**src/smc_pkg.sv**
```systemverilog
// ----------------------------------------------------------------------------
// smc_pkg
// Shared types and constants for the secure memory card slot block.
// ----------------------------------------------------------------------------
package smc_pkg;

	localparam int SLOT_COUNT_DEF      = 4;
	localparam int DATA_BYTES_DEF      = 256;
	localparam int PROTECTED_BYTES_DEF = 32;

	localparam logic [7:0] BYTE_ONES    = 8'hFF;
	localparam logic [7:0] COUNTER_FULL = 8'h07;

	typedef enum logic [3:0] {
		OP_RDATA   = 4'd0,
		OP_WDATA   = 4'd1,
		OP_RPROT   = 4'd2,
		OP_WPROT   = 4'd3,
		OP_RSEC    = 4'd4,
		OP_WSEC    = 4'd5,
		OP_AUTH    = 4'd6,
		OP_LOADRAW = 4'd7,
		OP_DUMPRAW = 4'd8,
		OP_SETINS  = 4'd9,
		OP_EJECT   = 4'd10
	} op_t;

	typedef struct packed {
		op_t        operation;
		logic [1:0] slot;
		logic [8:0] address;
		logic [7:0] write_value;
		logic [7:0] pin_first;
		logic [7:0] pin_second;
		logic [7:0] pin_third;
	} req_t;

	typedef struct packed {
		logic [7:0] read_byte;
		logic       is_authenticated;
		logic       is_dirty;
		logic       is_present;
	} rsp_t;

endpackage

```
**src/smc_card_ctrl.sv**
```systemverilog
// ----------------------------------------------------------------------------
// smc_card_ctrl
// Per-slot card state (flags, protection and security bytes) and the
// operation decode that turns one beat into its result and store updates.
// ----------------------------------------------------------------------------
module smc_card_ctrl #(
	parameter int SLOT_COUNT      = smc_pkg::SLOT_COUNT_DEF,
	parameter int DATA_BYTES      = smc_pkg::DATA_BYTES_DEF,
	parameter int PROTECTED_BYTES = smc_pkg::PROTECTED_BYTES_DEF
) (
	input  logic                                     clk,
	input  logic                                     arst_n,
	input  logic                                     fire,
	input  smc_pkg::req_t                            item,
	input  logic [7:0]                               mem_data,
	output logic                                     wr_en,
	output logic [$clog2(SLOT_COUNT*DATA_BYTES)-1:0] wr_addr,
	output logic [7:0]                               wr_data,
	output smc_pkg::rsp_t                            result
);
	import smc_pkg::*;

	localparam int MEM_AW     = $clog2(SLOT_COUNT * DATA_BYTES);
	localparam int SLOT_W     = (SLOT_COUNT > 1) ? $clog2(SLOT_COUNT) : 1;
	localparam int CARD_BYTES = DATA_BYTES + 8;

	logic [SLOT_COUNT-1:0] loaded_q;
	logic [SLOT_COUNT-1:0] inserted_q;
	logic [SLOT_COUNT-1:0] auth_q;
	logic [SLOT_COUNT-1:0] dirty_q;
	logic [3:0][7:0]       prot_q [SLOT_COUNT];
	logic [3:0][7:0]       sec_q  [SLOT_COUNT];

	logic              slot_ok;
	logic [SLOT_W-1:0] sidx;
	logic              data_ok;
	logic              small_ok;
	logic              raw_ok;
	logic              prot_area;
	logic [31:0]       raw_off;
	logic [1:0]        raw_idx;
	logic              raw_sec;
	logic [1:0]        bidx;
	logic [3:0][7:0]   prot_row;
	logic [3:0][7:0]   sec_row;
	logic [7:0]        pbyte;
	logic              pbit;
	logic              loaded;
	logic              authed;
	logic              pin_match;
	logic [7:0]        v;

	logic            ld_n;
	logic            ins_n;
	logic            au_n;
	logic            dt_n;
	logic [3:0][7:0] prot_n;
	logic [3:0][7:0] sec_n;
	logic [7:0]      rd;
	logic            we;

	always_comb begin
		slot_ok   = 32'(item.slot) < SLOT_COUNT;
		sidx      = slot_ok ? SLOT_W'(item.slot) : '0;
		v         = item.write_value;
		data_ok   = 32'(item.address) < DATA_BYTES;
		small_ok  = item.address < 9'd4;
		raw_ok    = 32'(item.address) < CARD_BYTES;
		prot_area = 32'(item.address) < PROTECTED_BYTES;
		raw_off   = 32'(item.address) - DATA_BYTES;
		raw_idx   = raw_off[1:0];
		raw_sec   = raw_off[2];
		bidx      = item.address[1:0];
		prot_row  = prot_q[sidx];
		sec_row   = sec_q[sidx];
		pbyte     = prot_row[item.address[4:3]];
		pbit      = pbyte[item.address[2:0]];
		loaded    = loaded_q[sidx];
		authed    = auth_q[sidx];
		pin_match = (sec_row[1] == item.pin_first) && (sec_row[2] == item.pin_second) &&
			(sec_row[3] == item.pin_third);

		ld_n   = loaded_q[sidx];
		ins_n  = inserted_q[sidx];
		au_n   = auth_q[sidx];
		dt_n   = dirty_q[sidx];
		prot_n = prot_row;
		sec_n  = sec_row;
		rd     = BYTE_ONES;
		we     = 1'b0;

		case (item.operation)
			OP_RDATA: begin
				if (loaded && data_ok) rd = mem_data;
			end
			OP_WDATA: begin
				if (loaded && data_ok && authed && (!prot_area || pbit)) begin
					we   = 1'b1;
					dt_n = 1'b1;
				end
			end
			OP_RPROT: begin
				if (loaded && small_ok) rd = prot_row[bidx];
			end
			OP_WPROT: begin
				if (loaded && small_ok && authed) begin
					prot_n[bidx] = prot_row[bidx] & v;
					dt_n         = 1'b1;
				end
			end
			OP_RSEC: begin
				if (loaded && small_ok && authed) rd = sec_row[bidx];
			end
			OP_WSEC: begin
				if (loaded && small_ok && authed) begin
					sec_n[bidx] = v;
					dt_n        = 1'b1;
				end
			end
			OP_AUTH: begin
				if (!loaded) begin
					au_n = 1'b0;
				end else if (pin_match) begin
					if (sec_row[0][2:0] != 3'd0) begin
						au_n     = 1'b1;
						sec_n[0] = COUNTER_FULL;
					end
				end else begin
					au_n     = 1'b0;
					sec_n[0] = sec_row[0] >> 1;
				end
			end
			OP_LOADRAW: begin
				if (raw_ok) begin
					if (data_ok) begin
						we = 1'b1;
					end else if (raw_sec) begin
						sec_n[raw_idx] = v;
					end else begin
						prot_n[raw_idx] = v;
					end
					ld_n  = 1'b1;
					ins_n = 1'b1;
					au_n  = 1'b0;
					dt_n  = 1'b0;
				end
			end
			OP_DUMPRAW: begin
				if (loaded && raw_ok) begin
					if (data_ok) begin
						rd = mem_data;
					end else if (raw_sec) begin
						rd = sec_row[raw_idx];
					end else begin
						rd = prot_row[raw_idx];
					end
					dt_n = 1'b0;
				end
			end
			OP_SETINS: begin
				if (v[0]) begin
					ins_n = 1'b1;
				end else begin
					ins_n = 1'b0;
					au_n  = 1'b0;
				end
			end
			OP_EJECT: begin
				ins_n = 1'b0;
				au_n  = 1'b0;
				dt_n  = 1'b0;
			end
			default: begin
			end
		endcase
	end

	assign wr_en   = fire && slot_ok && we;
	assign wr_addr = MEM_AW'(32'(sidx) * DATA_BYTES + 32'(item.address));
	assign wr_data = v;

	assign result.read_byte        = slot_ok ? rd : BYTE_ONES;
	assign result.is_authenticated = slot_ok && au_n;
	assign result.is_dirty         = slot_ok && dt_n;
	assign result.is_present       = slot_ok && ld_n && ins_n;

	always_ff @(posedge clk or negedge arst_n) begin
		if (!arst_n) begin
			loaded_q   <= '0;
			inserted_q <= '0;
			auth_q     <= '0;
			dirty_q    <= '0;
			for (int i = 0; i < SLOT_COUNT; i++) begin
				prot_q[i] <= {BYTE_ONES, BYTE_ONES, BYTE_ONES, BYTE_ONES};
				sec_q[i]  <= {BYTE_ONES, BYTE_ONES, BYTE_ONES, COUNTER_FULL};
			end
		end else if (fire && slot_ok) begin
			loaded_q[sidx]   <= ld_n;
			inserted_q[sidx] <= ins_n;
			auth_q[sidx]     <= au_n;
			dirty_q[sidx]    <= dt_n;
			prot_q[sidx]     <= prot_n;
			sec_q[sidx]      <= sec_n;
		end
	end

endmodule

```
**config.mk**
```make
export PLATFORM = sky130hd
export DESIGN_NAME = smc_card_ctrl
export DESIGN_NICKNAME = d
export VERILOG_FILES = /design/src/smc_pkg.sv /design/src/smc_card_ctrl.sv
export SDC_FILE = /design/constraint.sdc
export NUM_CORES = 1
export LEC_CHECK = 0
export ABC_AREA = 0
export BUFFER_PORTS_ARGS = -buffer_cell sky130_fd_sc_hd__buf_2
export CORE_MARGIN = 4
export CORE_UTILIZATION = 56
export DETAILED_ROUTE_END_ITERATION = 8
export GPL_TIMING_DRIVEN = 0
export PLACE_DENSITY_LB_ADDON = 0.05
export SYNTH_ARGS = -nofsm -noshare
export SYNTH_HDL_FRONTEND = slang
export SYNTH_SLANG_ARGS = --single-unit
```
**constraint.sdc**
```tcl
create_clock -name clk -period 3.3 [get_ports clk]
set_input_delay 0.33 -clock clk [delete_from_list [all_inputs] [get_ports clk]]
set_output_delay 0.33 -clock clk [all_outputs]
set_load 0.005 [all_outputs]
```
==> results.md <==
| Item | This run |
|---|---|
| Most used cells in the layout excluding fill and tap cells | sky130_fd_sc_hd__o21ai_0, sky130_fd_sc_hd__nand2_1, sky130_fd_sc_hd__dfstp_2, sky130_fd_sc_hd__buf_2, sky130_fd_sc_hd__clkbuf_1 |
| Total routing usage reported by global routing | 33.8% |
| Seq cells post-synth | 272 |
| Pin count of the biggest net entering global routing | 126 |
| Failing checks | negative setup slack |
| Wire length of the first global-routing pass | 74500 um |
| Number of H-tree branching levels | 1 |
| Setup-failing EPs final | 2 |
| Clock tree root buffer cell | sky130_fd_sc_hd__clkbuf_16 |
| Clock-pin slew reported for the worst setup and hold paths after clock tree synthesis | 0.06 ns |
| Data arrival, critical path | 3.17 ns |
| Post-Syn Instances | 1406 |
| Setup repair after global routing missed its margin | yes |
| Sum of met2 wire segment lengths after detailed routing | 21800 um |
| Cell area after technology mapping | 14600 um2 |
| Fillers | 2121 |
| Average instance area after synthesis | 10.4 um2 |
| Register area share after synthesis | 48.8% |
| Most used flip-flop cell after synthesis | sky130_fd_sc_hd__dfstp_2 |
| Routability Congestion | 0.962 |
| Drt first pass iters | 6 |
| Antenna Cells | 0 |
| Max Cap Viol | 0 |
| Clock Skews | 0.0423 ns |
| Die Footprint | 28600 um2 |
| Number of synthesized flops with an enable pin | 0 |
| Clock network latency to the later pin of the worst-skew pair | 0.60 ns |
| Number of CTS-inserted buffers | 30 |
| Initial DRC count | 1314 |
| Area growth from synthesis to layout | 15.8% |
| Overall Power | 7.78 mW |
| Total number of nets in the final design | 1597 |
| Post-synthesis cell type count | 61 |
| Detail-routed via count per cell | 6.56 |
| Initial antenna violation count | 0 |
| Critical-path maximum fanout | 3 |
| Final clock period utilization by the worst path | 106% |
| Number of synthesis warnings | 0 |
| Slew at the pin closest to its max-slew limit | 1.24 ns |
| Relative slew slack | 16.3% |
| Critical path required time | 2.97 ns |
| Total Neg Setup Slack | -0.248 ns |
| Cell area after layout | 16800 um2 |
| Hold Fails Final Rpt | 0 |
| Static Leakage | 6.08 nW |
| Number of design rule violations left after detail routing | 0 |
| Min cycle time layout | 3.50 ns |
| Final HPWL DP | 33300 um |
| Run status | finished with violations |
| Number of I/O port buffers | 82 |
| Minimum setup slack in the final design | -0.199 ns |
| Core Footprint | 25400 um2 |
| Top routing layer used | met5 |
| Post-route antenna net violation count | 0 |
| Highest attainable clock frequency | 286 MHz |
| Die boundary width | 169 um |
| Slew Viols, Final | 0 |
| Launching element type of the critical path | register |
| Routed length per placed instance | 25.7 um |
| Row cnt | 58 |
| Syn nets | 1465 |
| TritonCTS Sinks | 272 |
| Pwr per Cell Area | 462 nW/um2 |
| Share of the synthesized area in the top cell type | 42.6% |
| Endpoint type of the worst setup path | output port |
| Bufs on Longest Clock Path | 3 |
| Synth area leaders | sky130_fd_sc_hd__dfstp_2, sky130_fd_sc_hd__mux4_2, sky130_fd_sc_hd__o21ai_0 |
| Most common cell after layout, fill and taps aside | sky130_fd_sc_hd__o21ai_0 |
| Post-detailed-placement cell area | 15400 um2 |
| Max IR drop VDD | 396 uV |
| Most area-hungry cell type in the Yosys netlist | sky130_fd_sc_hd__dfstp_2 |
| Setup Crit Path Kind | reg2out |
| Fraction of layout instances using a drive strength above 1 | 34.7% |
| Die height | 169 um |
| Place WS | -1.42 ns |
| Final design utilization | 66.3% |
| Hold WC Path Type | in2async |
| Worst Hold Slack | 0.280 ns |
| Global route total overflow | 0 |
| DP Cell Count | 1820 |
| Via total after detailed routing | 12408 |
| Vias in the first global route | 12342 |
| Routed met3 length | 4920 um |
| Met1 wire length | 19900 um |
| Post-detailed-routing wire length | 48500 um |
| CTS tree | yes |
| Fraction of synthesis flops using an asynchronous set or reset pin | 100% |
| Effective utilization at floorplan | 57.3% |
| Count of pins on the block boundary | 88 |
| Non-filler cells, final | 1892 |
==> cell usage after synthesis, drive strengths merged (3+ instances only) <==
master / number
o22ai: 5
o211ai: 11
nand2b: 5
or3: 6
inv: 12
dfstp: 236
nand2: 282
nor2b: 11
or2: 12
buf: 39
or4: 3
a31oi: 3
o211a: 3
a22o: 4
nand3: 9
nor4: 6
clkbuf: 83
and2: 8
xnor2: 24
a21oi: 27
nand3b: 5
o31ai: 8
nor2: 40
nand4: 23
o21ai: 293
a22oi: 31
a32oi: 5
mux2: 13
mux2i: 42
nor3: 12
dfrtp: 36
mux4: 81
==> final cells by class <==
| class | count | area (um2) | area share, % |
|---|---|---|---|
| Sequential cell | 272 | 7100 | 42.1 |
| Inverter | 13 | 48.8 | 0.290 |
| Clock buffer | 41 | 842 | 5.00 |
| Timing Repair Buffer | 103 | 673 | 3.99 |
| Tap cell | 330 | 413 | 2.45 |
| Clock inverter | 15 | 209 | 1.24 |
| Buffer | 119 | 682 | 4.05 |
| Multi-Input combinational cell | 999 | 6880 | 40.8 |
==> cells by family (layout without fill, tap and decap cells) <==
family,count (synthesis),after routing,synth area share [%]
fa+ha+maj,1,1,0.0859
simple gates,430,430,12.9
mux,136,136,16.7
buf+inv,135,291,4.25
compound gates,406,406,15.6
xor+xnor,26,26,1.56
flops,272,272,48.8
==> layer usage <==
metal / global-route usage [%] / up-vias
met1: 48.8 / 6298
met2: 51.9 / 639
li1: - / 5334
met3: 7.50 / 135
met4: 10.1 / 2
met5: 1.51 / -
==> report_power, final <==
| part | leakage (nW) | switching, mW | internal (mW) |
|---|---|---|---|
| combinational | 2.65 | 0.520 | 0.280 |
| sequential | 2.92 | 0.0269 | 3.40 |
| clock | 0.512 | 1.44 | 2.11 |
| total | 6.08 | 1.99 | 5.79 |
==> sequential cells by signal (all words and copies together) (netlist names) <==
signal      flops
inserted_q      4
prot_q        128
loaded_q        4
sec_q         128
auth_q          4
dirty_q         4
==> final timing paths <==
path | start | slack (ns) | to | cells after the start
setup / recovery | prot_q[27]$_DFFE_PN1P_ | -0.20 | result[1] | 8
hold / removal | arst_n | 0.28 | sec_q[102]$_DFFE_PN0P_ | 2
setup reg to reg | sec_q[91]$_DFFE_PN1P_ | 0.25 | sec_q[6]$_DFFE_PN0P_ | 8
hold reg to reg | sec_q[86]$_DFFE_PN1P_ | 0.48 | sec_q[86]$_DFFE_PN1P_ | 2
max in group asynchronous | arst_n | 2.02 | prot_q[71]$_DFFE_PN1P_ | 3
min in group clk | item[26] | 0.35 | sec_q[114]$_DFFE_PN1P_ | 3
==> repair_timing <==
item / in CTS / in global routing
hold buffers: 1 / 0
gates cloned: 1 / 0
buffers inserted: 6 / 11
hold endpoints to repair: 12 / 0
pin swaps: 4 / 8
endpoints found under the setup margin: 169 / 10
resized for setup: 47 / 30
==> worst max-delay path, cell delays in order, from the launching register on <==
cell,delay (ns)
sky130_fd_sc_hd__dfstp_2,0.37
sky130_fd_sc_hd__mux4_2,0.55
sky130_fd_sc_hd__mux4_2,0.52
sky130_fd_sc_hd__a22oi_2,0.23
sky130_fd_sc_hd__o41ai_2,0.12
sky130_fd_sc_hd__o211a_1,0.28
sky130_fd_sc_hd__a311oi_4,0.28
sky130_fd_sc_hd__inv_1,0.08
sky130_fd_sc_hd__buf_2,0.13
(Power assumes the default switching activity.)
